**config.mk**
```make
export PLATFORM = sky130hd
export DESIGN_NAME = kmp_stream_matcher_top_flat
export DESIGN_NICKNAME = d
export VERILOG_FILES = /design/src/sv/kmp_pkg.sv /design/src/sv/kmp_in_if.sv /design/src/sv/kmp_out_if.sv /design/src/sv/kmp_stream_matcher_top.sv /design/src/flat_wrapper.sv
export VERILOG_INCLUDE_DIRS = /design/src /design/src/sv
export SDC_FILE = /design/constraint.sdc
export NUM_CORES = 2
export LEC_CHECK = 0
export BUFFER_PORTS_ARGS = -buffer_cell sky130_fd_sc_hd__buf_2
export CORE_MARGIN = 2
export CORE_UTILIZATION = 56
export CTS_CLUSTER_DIAMETER = 100
export CTS_CLUSTER_SIZE = 8
export DETAILED_ROUTE_END_ITERATION = 10
export GPL_ROUTABILITY_DRIVEN = 0
export GPL_TIMING_DRIVEN = 0
export PLACE_DENSITY = 0.72
export SYNTH_ARGS = -nofsm -noshare
export SYNTH_HDL_FRONTEND = slang
export SYNTH_SLANG_ARGS = --single-unit
```
**constraint.sdc**
```tcl
create_clock -name clk -period 6.3 [get_ports clk]
set_clock_uncertainty 0.2 [all_clocks]
set_input_delay 0.63 -clock clk [delete_from_list [all_inputs] [get_ports clk]]
set_output_delay 0.63 -clock clk [all_outputs]
set_load 0.05 [all_outputs]
```
**src/sv/kmp_stream_matcher_top_assert.svh**
```systemverilog
// Assertion macros shared by the matcher RTL.
`ifndef KMP_STREAM_MATCHER_TOP_ASSERT_SVH
`define KMP_STREAM_MATCHER_TOP_ASSERT_SVH

// Check a condition in the same cycle as its trigger.
`define KMP_ASSERT_SAME(label, ante, cons, msg) \
    label: assert property (@(posedge clk) disable iff (!rst_n) (ante) |-> (cons)) \
        else $error(msg);

// Check a condition in the cycle after its trigger.
`define KMP_ASSERT_NEXT(label, ante, cons, msg) \
    label: assert property (@(posedge clk) disable iff (!rst_n) (ante) |=> (cons)) \
        else $error(msg);

`endif

```
**src/sv/kmp_pkg.sv**
```systemverilog
`timescale 1ns / 1ps

package kmp_pkg;

    // Default pattern capacity and symbol width
    localparam int KMP_MAX_PATTERN = 64;
    localparam int KMP_SYMBOL_BITS = 8;

    // Request kinds carried by req_type
    typedef enum logic [0:0] {
        REQ_PATTERN = 1'b0,
        REQ_TEXT    = 1'b1
    } req_t;

    // Sequencer states
    typedef enum logic [1:0] {
        ST_IDLE,
        ST_FETCH,
        ST_CHASE
    } state_t;

endpackage

```
**src/sv/kmp_in_if.sv**
```systemverilog
`timescale 1ns / 1ps

interface kmp_in_if #(
    parameter int SYMBOL_BITS = 8
);
    logic                   valid;
    logic                   ready;
    logic                   req_type;
    logic [SYMBOL_BITS-1:0] symbol;
    logic                   start_req;

    modport source (output valid, output req_type, output symbol, output start_req,
                    input ready);
    modport sink   (input valid, input req_type, input symbol, input start_req,
                    output ready);
endinterface

```
**src/sv/kmp_out_if.sv**
```systemverilog
`timescale 1ns / 1ps

interface kmp_out_if #(
    parameter int INDEX_BITS = 7
);
    logic                         valid;
    logic                         ready;
    logic signed [INDEX_BITS-1:0] matched_index;
    logic                         full_match;

    modport source (output valid, output matched_index, output full_match, input ready);
    modport sink   (input valid, input matched_index, input full_match, output ready);
endinterface

```
**src/sv/kmp_stream_matcher_top.sv**
```systemverilog
`timescale 1ns / 1ps
//  channel | dir | transaction payload                  | result
//  in_ch   | in  | req_type, symbol, start_req          | none for pattern, one for text
//  out_ch  | out | matched_index (signed), full_match   | one per text symbol
//
//  Text symbol: accepted in IDLE, then CHASE follows fallback links until a hit or -1.
//  Pattern symbol: adds a FETCH of the prior fallback entry first; a dropped one, only the accept.
//  The pace is set by the single read port shared by the symbol and fallback memories:
//  one link per cycle. Amortized at most one link per symbol.
//  Reset clears length and match position at once; no clearing pass, fallback entry
//  zero reads as -1 by decode. A waiting result stalls only the next text chase end.

module kmp_stream_matcher_top
    import kmp_pkg::*;
#(
    parameter int MAX_PATTERN = KMP_MAX_PATTERN,
    parameter int SYMBOL_BITS = KMP_SYMBOL_BITS
) (
    input  logic      clk,
    input  logic      rst_n,
    kmp_in_if.sink    in_ch,
    kmp_out_if.source out_ch
);

    `include "kmp_stream_matcher_top_assert.svh"

    // Address and index widths
    localparam int AW  = $clog2(MAX_PATTERN + 1);
    localparam int PAW = (MAX_PATTERN > 1) ? $clog2(MAX_PATTERN) : 1;
    localparam int IW  = AW + 1;
    localparam int OW  = $clog2(MAX_PATTERN) + 1;

    // Memories
    logic [SYMBOL_BITS-1:0] ps_mem [MAX_PATTERN];
    logic signed [IW-1:0]   fb_mem [MAX_PATTERN + 1];
    logic [SYMBOL_BITS-1:0] ps_rd_reg;
    logic signed [IW-1:0]   fb_rd_reg;
    logic                   rd_zero_reg;

    // Control and datapath registers
    state_t                 state_reg, state_next;
    req_t                   kind_reg, kind_next;
    logic [SYMBOL_BITS-1:0] sym_reg, sym_next;
    logic signed [IW-1:0]   j_reg, j_next;
    logic [AW-1:0]          bound_reg, bound_next;
    logic [AW-1:0]          len_reg, len_next;
    logic [AW-1:0]          mp_reg, mp_next;
    logic                   out_valid_reg, out_valid_next;
    logic signed [OW-1:0]   out_idx_reg, out_idx_next;
    logic                   out_full_reg, out_full_next;

    // Combinational helpers
    logic                   accept;
    logic                   rd_en;
    logic [AW-1:0]          rd_addr;
    logic                   ps_we;
    logic [PAW-1:0]         ps_waddr;
    logic                   fb_we;
    logic [AW-1:0]          fb_waddr;
    logic signed [IW-1:0]   fb_eff;
    logic signed [IW-1:0]   j_plus1;
    logic signed [IW-1:0]   len_m1;
    logic [AW-1:0]          len_eff;
    logic [AW-1:0]          text_j;
    logic                   j_neg;
    logic                   hit;
    logic                   done;
    logic                   out_free;
    logic                   finish;

    assign accept   = in_ch.valid && in_ch.ready;
    assign fb_eff   = rd_zero_reg ? {IW{1'b1}} : fb_rd_reg;
    assign j_plus1  = j_reg + IW'(1);
    assign len_m1   = $signed({1'b0, bound_reg}) - IW'(1);
    assign len_eff  = in_ch.start_req ? '0 : len_reg;
    assign text_j   = in_ch.start_req ? '0 : mp_reg;
    assign j_neg    = j_reg[IW-1];
    assign hit      = !j_neg && (j_reg[AW-1:0] < bound_reg) && (ps_rd_reg == sym_reg);
    assign done     = j_neg || hit;
    assign out_free = !out_valid_reg || out_ch.ready;
    assign finish   = (state_reg == ST_CHASE) && done
                      && ((kind_reg == REQ_PATTERN) || out_free);
    assign ps_waddr = len_eff[PAW-1:0];
    assign fb_waddr = bound_reg + AW'(1);

    // Drive ports
    assign in_ch.ready          = (state_reg == ST_IDLE);
    assign out_ch.valid         = out_valid_reg;
    assign out_ch.matched_index = out_idx_reg;
    assign out_ch.full_match    = out_full_reg;

    // Symbol memory: write on pattern append, read at the chase address
    always_ff @(posedge clk)
    begin
        if (ps_we)
        begin
            ps_mem[ps_waddr] <= in_ch.symbol;
        end
        if (rd_en)
        begin
            ps_rd_reg <= ps_mem[rd_addr[PAW-1:0]];
        end
    end

    // Fallback memory: write the new entry at pattern end, read alongside symbols
    always_ff @(posedge clk)
    begin
        if (fb_we)
        begin
            fb_mem[fb_waddr] <= j_plus1;
        end
        if (rd_en)
        begin
            fb_rd_reg   <= fb_mem[rd_addr];
            rd_zero_reg <= (rd_addr == '0);
        end
    end

    // Next state
    always_comb
    begin
        state_next = state_reg;
        unique case (state_reg)
            ST_IDLE:
            begin
                if (accept)
                begin
                    if (in_ch.req_type == REQ_TEXT)
                    begin
                        state_next = ST_CHASE;
                    end
                    else if (len_eff != AW'(MAX_PATTERN))
                    begin
                        state_next = ST_FETCH;
                    end
                end
            end
            ST_FETCH:
            begin
                state_next = ST_CHASE;
            end
            ST_CHASE:
            begin
                if (finish)
                begin
                    state_next = ST_IDLE;
                end
            end
            default:
            begin
                state_next = ST_IDLE;
            end
        endcase
    end

    // Datapath, memory control and result loading
    always_comb
    begin
        rd_en          = 1'b0;
        rd_addr        = j_reg[AW-1:0];
        ps_we          = 1'b0;
        fb_we          = 1'b0;
        kind_next      = kind_reg;
        sym_next       = sym_reg;
        j_next         = j_reg;
        bound_next     = bound_reg;
        len_next       = len_reg;
        mp_next        = mp_reg;
        out_valid_next = out_valid_reg && !out_ch.ready;
        out_idx_next   = out_idx_reg;
        out_full_next  = out_full_reg;
        unique case (state_reg)
            ST_IDLE:
            begin
                if (accept)
                begin
                    sym_next  = in_ch.symbol;
                    kind_next = req_t'(in_ch.req_type);
                    if (in_ch.req_type == REQ_TEXT)
                    begin
                        // Start the chase at the current match position
                        j_next     = $signed({1'b0, text_j});
                        bound_next = len_reg;
                        rd_en      = 1'b1;
                        rd_addr    = text_j;
                    end
                    else
                    begin
                        mp_next = '0;
                        if (len_eff == AW'(MAX_PATTERN))
                        begin
                            // Drop: pattern full
                            len_next = len_eff;
                        end
                        else
                        begin
                            // Store symbol, fetch fallback of the old length
                            ps_we      = 1'b1;
                            bound_next = len_eff;
                            rd_en      = 1'b1;
                            rd_addr    = len_eff;
                        end
                    end
                end
            end
            ST_FETCH:
            begin
                j_next  = fb_eff;
                rd_en   = !fb_eff[IW-1];
                rd_addr = fb_eff[AW-1:0];
            end
            ST_CHASE:
            begin
                if (!done)
                begin
                    // Follow one fallback link
                    j_next  = fb_eff;
                    rd_en   = !fb_eff[IW-1];
                    rd_addr = fb_eff[AW-1:0];
                end
                else if (finish)
                begin
                    if (kind_reg == REQ_PATTERN)
                    begin
                        fb_we    = 1'b1;
                        len_next = bound_reg + AW'(1);
                    end
                    else
                    begin
                        mp_next        = j_plus1[AW-1:0];
                        out_valid_next = 1'b1;
                        out_idx_next   = j_reg[OW-1:0];
                        out_full_next  = !j_neg && (j_reg == len_m1);
                    end
                end
            end
            default:
            begin
            end
        endcase
    end

    // Control registers
    always_ff @(posedge clk or negedge rst_n)
    begin
        if (!rst_n)
        begin
            state_reg     <= ST_IDLE;
            len_reg       <= '0;
            mp_reg        <= '0;
            out_valid_reg <= 1'b0;
        end
        else
        begin
            state_reg     <= state_next;
            len_reg       <= len_next;
            mp_reg        <= mp_next;
            out_valid_reg <= out_valid_next;
        end
    end

    // Payload registers
    always_ff @(posedge clk)
    begin
        kind_reg     <= kind_next;
        sym_reg      <= sym_next;
        j_reg        <= j_next;
        bound_reg    <= bound_next;
        out_idx_reg  <= out_idx_next;
        out_full_reg <= out_full_next;
    end

    // Checks
    `KMP_ASSERT_SAME(a_mp_in_range, 1'b1, mp_reg <= len_reg,
        "match position beyond pattern length")
    `KMP_ASSERT_SAME(a_len_in_range, 1'b1, len_reg <= AW'(MAX_PATTERN),
        "pattern length beyond capacity")
    `KMP_ASSERT_SAME(a_chase_bound, (state_reg == ST_CHASE) && !j_neg,
        j_reg[AW-1:0] <= bound_reg, "chase index beyond bound")
    `KMP_ASSERT_SAME(a_result_from_text, $rose(out_valid_reg),
        $past(state_reg == ST_CHASE && kind_reg == REQ_TEXT),
        "result raised without a text chase")

endmodule

```
**src/flat_wrapper.sv**
```systemverilog
// flat-port wrapper written by rule: the top's interface ports become plain ports
module kmp_stream_matcher_top_flat import kmp_pkg::*;
#(
    parameter int MAX_PATTERN = KMP_MAX_PATTERN,
    parameter int SYMBOL_BITS = KMP_SYMBOL_BITS
)
  (clk, rst_n, in_ch_valid, in_ch_req_type, in_ch_symbol, in_ch_start_req, in_ch_ready, out_ch_valid, out_ch_matched_index, out_ch_full_match, out_ch_ready);
  kmp_in_if #(.SYMBOL_BITS(SYMBOL_BITS)) in_ch_i ();
  kmp_out_if #(.INDEX_BITS((7))) out_ch_i ();
  input  logic clk;
  input  logic rst_n;
  input wire logic [$bits(in_ch_i.valid)-1:0] in_ch_valid;
  input wire logic [$bits(in_ch_i.req_type)-1:0] in_ch_req_type;
  input wire logic [$bits(in_ch_i.symbol)-1:0] in_ch_symbol;
  input wire logic [$bits(in_ch_i.start_req)-1:0] in_ch_start_req;
  output wire logic [$bits(in_ch_i.ready)-1:0] in_ch_ready;
  output wire logic [$bits(out_ch_i.valid)-1:0] out_ch_valid;
  output wire logic [$bits(out_ch_i.matched_index)-1:0] out_ch_matched_index;
  output wire logic [$bits(out_ch_i.full_match)-1:0] out_ch_full_match;
  input wire logic [$bits(out_ch_i.ready)-1:0] out_ch_ready;
  assign in_ch_i.valid = in_ch_valid;
  assign in_ch_i.req_type = in_ch_req_type;
  assign in_ch_i.symbol = in_ch_symbol;
  assign in_ch_i.start_req = in_ch_start_req;
  assign in_ch_ready = in_ch_i.ready;
  assign out_ch_valid = out_ch_i.valid;
  assign out_ch_matched_index = out_ch_i.matched_index;
  assign out_ch_full_match = out_ch_i.full_match;
  assign out_ch_i.ready = out_ch_ready;
  kmp_stream_matcher_top #(.MAX_PATTERN(MAX_PATTERN), .SYMBOL_BITS(SYMBOL_BITS)) u_core (.clk(clk), .rst_n(rst_n), .in_ch(in_ch_i), .out_ch(out_ch_i));
endmodule
```
* Word-level counts from Yosys, hierarchy flattened
Memories as Yosys holds them, arrays and structs flattened. A register that Yosys moved wholly into a read port is not among the register bits.
Cells that the tools add are included.
** Storage, ports and cells
- Bits of input ports :: 14
- Output and inout port bits :: 10
- RAM bits :: 1032
- Register bits :: 50
- Memories kept :: 2
** Operators by class
- Reductions and logical operators :: 25
- Bitwise gates (word level) :: 1
- Mux-type cells :: 52
- Magnitude comparators :: 1
- $add $sub $neg :: 3
- Equality and inequality tests :: 17
** Memory list
- u_core.fb_mem :: words 65, bits a word 8, read ports 1, clocked after Yosys merged registers in 1, wr ports 1, RTL line kmp_stream_matcher_top.sv:35 : logic signed [IW-1:0] fb_mem [MAX_PATTERN + 1];
- u_core.ps_mem :: words 64, bits a word 8, read ports 1, clocked after Yosys merged registers in 1, wr ports 1, RTL line kmp_stream_matcher_top.sv:34 : logic [SYMBOL_BITS-1:0] ps_mem [MAX_PATTERN];
** Operator list (number)
- $mux W7 :: 19
- $mux W8 :: 4
- $pmux W7 S2 :: 2
- $pmux W8 S3 :: 1
- $pmux W7 S3 :: 1
- $mux W1 :: 19
- $eq A8 B8 Y1 :: 2
- $ne A2 B2 Y1 const B :: 7
- $add A8 B2 Y8 const B :: 1
- $mux W2 :: 4
- $reduce_and A4 Y1 :: 2
- $sub A7 B1 Y8 const B :: 1
- $add A7 B1 Y7 const B :: 1
- $eq A7 B7 Y1 const B :: 1
- $logic_and A1 B1 Y1 :: 7
- $logic_not A7 Y1 :: 1
- $lt A7 B7 Y1 :: 1
- $ne A7 B7 Y1 const B :: 1
- $reduce_and A7 Y1 :: 1
- $ne A2 B1 Y1 const B :: 3
- $pmux W2 S3 :: 1
- $reduce_and A3 Y1 :: 2
- $reduce_and A6 Y1 :: 1
- $logic_not A1 Y1 :: 4
- other kinds (10) :: 12

* Longest topological paths before layout
- Word-level depth :: 11
- Gate-level depth with buffers :: 19
- Mapped depth without buffers :: 14

* Worst setup path after synthesis
No wires, ideal clock.
- Path type :: reg-to-reg
- From :: register u_core.j_reg[0]
- To :: register u_core.fb_rd_reg[0] (read register of u_core.fb_mem) (data pin)
- Path slack :: 1928 ps
- Buffers on the path :: 4
- Arrival :: 3887 ps
- Stages on the path, launching flop included :: 18
- Required time :: 5815 ps
- Period minus slack after synthesis :: 4372 ps
- Cells stage by stage :: edfxtp_1 > inv_1 > ha_1 > nand3b_1 > a21oi_1 > o41a_1 > o21ai_4 > a21oi_2 > buf_4 > buf_4 > buf_2 > buf_2 > nand2_1 > nand3_1 > nand3_1 > a21oi_1 > o311ai_0 > o311ai_0
** Between the ends
- Word-level cells in the longest chain between the ends :: 6
- Elaborated cells between the ends (all ways) :: 11
- Classes of those cells :: 1 x order compare; 7 x mux; 3 x reduce/logical
** Ends and longest elaborated chain
- start: declaration :: RTL line kmp_stream_matcher_top.sv:44 : logic signed [IW-1:0] j_reg, j_next;
- start signal: assignment :: RTL line kmp_stream_matcher_top.sv:267 : j_reg <= j_next;
- $lt A7 B7 Y1 :: RTL line kmp_stream_matcher_top.sv:78 : assign hit = !j_neg && (j_reg[AW-1:0] < bound_reg) && (ps_rd_reg == sym_reg);
- $logic_and A1 B1 Y1 (2 in series) :: RTL line kmp_stream_matcher_top.sv:78
- $logic_or A1 B1 Y1 :: RTL line kmp_stream_matcher_top.sv:79 : assign done = j_neg || hit;
- $mux W7 / $mux W1 (equally long branches) :: RTL line kmp_stream_matcher_top.sv:214 : if (!done)
- $pmux W7 S3 / $pmux W1 S3 (equally long branches) :: RTL line kmp_stream_matcher_top.sv:172 : unique case (state_reg)
- end: declaration :: RTL line kmp_stream_matcher_top.sv:37 : logic signed [IW-1:0] fb_rd_reg;
Several ways; a longest one is shown, not always the timed one.
A chain may end at the register's enable or synchronous reset.

* Worst setup path after layout
- From :: register u_core.bound_reg[2]
- To :: register u_core.fb_rd_reg[5] (read register of u_core.fb_mem) (data pin)
** Between the ends
- Word-level cells in the longest chain between the ends :: 6
- Elaborated cells between the ends (all ways) :: 8
- Classes of those cells :: 1 x order compare; 4 x mux; 3 x reduce/logical
** Ends and longest elaborated chain
- start: declaration :: RTL line kmp_stream_matcher_top.sv:45 : logic [AW-1:0] bound_reg, bound_next;
- start signal: assignment :: RTL line kmp_stream_matcher_top.sv:268 : bound_reg <= bound_next;
- $lt A7 B7 Y1 (*) :: RTL line kmp_stream_matcher_top.sv:78
- $logic_and A1 B1 Y1 (*) (2 in series) :: RTL line kmp_stream_matcher_top.sv:78
- $logic_or A1 B1 Y1 (*) :: RTL line kmp_stream_matcher_top.sv:79
- $mux W7 / $mux W1 (equally long branches) :: RTL line kmp_stream_matcher_top.sv:214
- $pmux W7 S3 / $pmux W1 S3 (equally long branches) :: RTL line kmp_stream_matcher_top.sv:172
Mark *: on every way between the ends. The rest lies on a longest branch, timed or not.

==> results.py <==
metrics = {
    "floorplan": {
        "row_count": 104,
        "initial_utilization_pct": 56.30,
        "core_area_sq_mm": 0.08016,
        "die_area_sq_mm": 0.08287,
        "num_io_pins": 24,
        "die_h_um": 287.9,
        "fp.dieW_um": 287.9,
    },
    "synthesis": {
        "synth.avg_cell_area_sq_um": 13.07,
        "yosysUniqueCellTypes": 74,
        "synth_edf_count": 1081,
        "ys_seq_elements": 1098,
        "synth_area_leaders": "edfxtp_1 72%, nand2_1 7.9%, nand3_1 4.1%",
        "synth_nets": 3480,
        "ys.flop_type": "edfxtp_1",
        "synthesis.area_sq_mm": 0.04513,
        "syn_inst": 3452,
        "yosysTopAreaCell": "edfxtp_1",
        "yosys_warnings": 0,
        "async_flop_share_pct": 1.548,
        "synth_top_area_share_pct": 71.93,
        "seq_area_frac_synth_pct": 72.88,
    },
    "cts": {
        "numCtsBuffers": 155,
        "cts-root-buf": "clkbuf_16",
        "cts_buffer_depth": 3,
        "clkTransAtPathRegs_ns": 0.05,
        "cts.sinks": 1098,
        "clock_latency_ns": 0.75,
        "tritoncts": "built",
        "htree_levels": 4,
    },
    "cells_and_area": {
        "finalNetCount": 3682,
        "largest_register_ffs": 520,
        "syn_to_final_growth_pct": 13.35,
        "regMostFlops": "u_core.fb_mem",
        "final_cell_mix": "1081 x edfxtp_1, 953 x nand2_1, 368 x nand3_1",
        "top_regs": "u_core.fb_mem: 520 flops, u_core.ps_mem: 512 flops",
        "layout_commonest_cell": "edfxtp_1",
        "layout-drive-gt1-share_pct": 11.75,
    },
    "drt": {
        "drtAntennaViolNets": 0,
        "drt-initial-drc-count": 6522,
        "vias": 32770,
        "drcViolationCount": 9,
        "routedWlPerCell_um": 33.08,
        "routed_wl_um": 157000,
        "routed_via_density": 6.907,
        "dr.pass1.iters": 11,
    },
    "run": {
        "max-cap-violations": 1,
    },
    "critical_path": {
        "endpoint_kind": "register",
        "path_buf_inv": 3,
        "cp.arrival_ns": 6.57,
        "cpPeakStageDelay_ns": 0.94,
        "crit_slowest_cell": "nor2_1",
        "crit_path_start_kind": "register",
        "crit_top_cell": "a21oi_1",
        "path_max_fanout": 10,
        "crit_type": "register to register",
        "crit_family": "compound AO/OA/AOI/OAI gates",
        "crit_path_cell_trace": "clkbuf_1 -> inv_1 -> ha_1 -> nand3b_1 -> a21oi_1 -> nor4_4 -> o31ai_2 -> a221o_1 -> buf_2 -> nand2_1 -> nor2_1 -> a21oi_1 -> a41oi_1",
        "cp.required_ns": 6.54,
    },
    "timing": {
        "slew_headroom_pct": -0.5910,
        "worstMarginPinSlew_ns": 1.509,
        "rsz0062_at_grt": "no",
        "worst_slack_ns": -0.02259,
        "fin_crit_ns": 6.323,
        "drv_slew": 11,
        "setup_viol": 1,
        "hold_viol": 0,
        "post-route-period-util_pct": 100.4,
        "fmax_mhz": 158.2,
    },
    "place": {
        "hpwl_um": 104900,
        "preCtsSetupSlack_ns": -0.6269,
        "io_buffers": 23,
    },
    "grt": {
        "grt_max_degree": 67,
        "antenna_found_initial": 13,
        "grt_pass1_wl_um": 217000,
        "grt_overflow": 0,
        "first_global_vias": 30330,
        "track_usage_pct": 37.96,
    },
    "worst_hold_path": {
        "worst_hold_path_type": "primary input to asynchronous set/reset pin",
    },
    "run_status": {
        "status": "finished with violations",
        "violations": "design-rule violations, max-capacitance violations, max-slew violations, negative setup slack",
    },
}
## cell families after synthesis
| logic type | Yosys count | share of synthesized area (%) |
|---|---|---|
| and+or+nand+nor | 1685 | 15.94 |
| AOI/OAI and AO/OA | 331 | 5.299 |
| DFF | 1098 | 72.88 |
| buffers and inverters | 217 | 2.498 |
| xor gates and xnor gates | 25 | 0.5019 |
| adders and majority gates | 14 | 0.3882 |
| muxes | 82 | 2.495 |
## path summary, 6_finish.rpt
kind | startpoint | endpoint | slack (ns) | cells past startpoint
setup / recovery | u_core.bound_reg[2] | u_core.fb_rd_reg[5] | -0.02 | 13
hold / removal | rst_n | u_core.len_reg[3] | 0.17 | 2
setup reg to reg | u_core.bound_reg[2] | u_core.fb_rd_reg[5] | -0.02 | 13
hold reg to reg | u_core.j_reg[6] | u_core.out_ch.matched_index[6] | 0.28 | 0
max in group asynchronous | rst_n | u_core.state_reg[0] | 5.37 | 2
min in group clk | u_core.j_reg[6] | u_core.out_ch.matched_index[6] | 0.28 | 0
## timing repair
item | 4_1_cts | 5_1_grt
endpoints found under the hold margin | 19 | 0
buffers inserted | 0 | 2
setup endpoints to repair | 11 | 15
hold buffers | 3 | 0
gates resized for setup | 12 | 13
## cell type report
class | count | area, sq um
inverters | 19 | 73.82
diodes | 7 | 17.52
repair buffers | 47 | 461.7
well taps | 1060 | 1326
clock buffers | 172 | 4006
fillers | 5871 | 29010
plain buffers | 196 | 1074
clock inverters | 9 | 97.59
multi-input cells | 2137 | 11210
flip-flops and latches | 1098 | 32890
## layer usage
layer | wire length (um) | global-route usage [%]
met1 | 51630 | 47.86
met2 | 64070 | 52.73
met3 | 27940 | 17.27
met4 | 13120 | 24.86
met5 | 201 | 1.860
## cells in the mapped netlist, drive strengths merged (7+ instances only)
library cell,instances
mux2i,54
o21ai,43
mux4,24
o22ai,21
nand3,368
inv,19
nor3,24
and2,15
a32o,13
ha,14
buf,160
nand4,14
a211oi,13
a31oi,53
a221oi,33
nor2b,7
nand2,953
nor2,210
edfxtp,1081
o311ai,11
a21oi,62
and3,65
dfrtp,17
clkbuf,38
xnor2,22
nor4,8
a311oi,28
## worst reg2reg max path: stages, from the launching register on
cell,delay (ns)
edfxtp_1,0.32
clkbuf_1,0.37
inv_1,0.19
ha_1,0.34
nand3b_1,0.08
a21oi_1,0.34
nor4_4,0.14
o31ai_2,0.65
a221o_1,0.25
buf_2,0.41
nand2_1,0.67
nor2_1,0.95
a21oi_1,0.35
a41oi_1,0.78
## metrics by stage
step	std cells	setup TNS, ns	cell area [sq um]	hold slack, ns	util (%)
2_1_floorplan	3452	0	45130	0.1344	-
3_3_place_gp	4535	-108.05	46570	0.2655	58.10
3_5_place_dp	4554	-3.541	46950	0.2639	58.57
4_1_cts	4737	0	51110	0.1577	63.76
5_1_grt	4738	0	51130	0.2092	63.79
6_report	4745	-0.02259	51150	0.1717	63.81
Power is not shown: default switching activity piles up to over one toggle a cycle in this logic, so the estimate is an artifact.
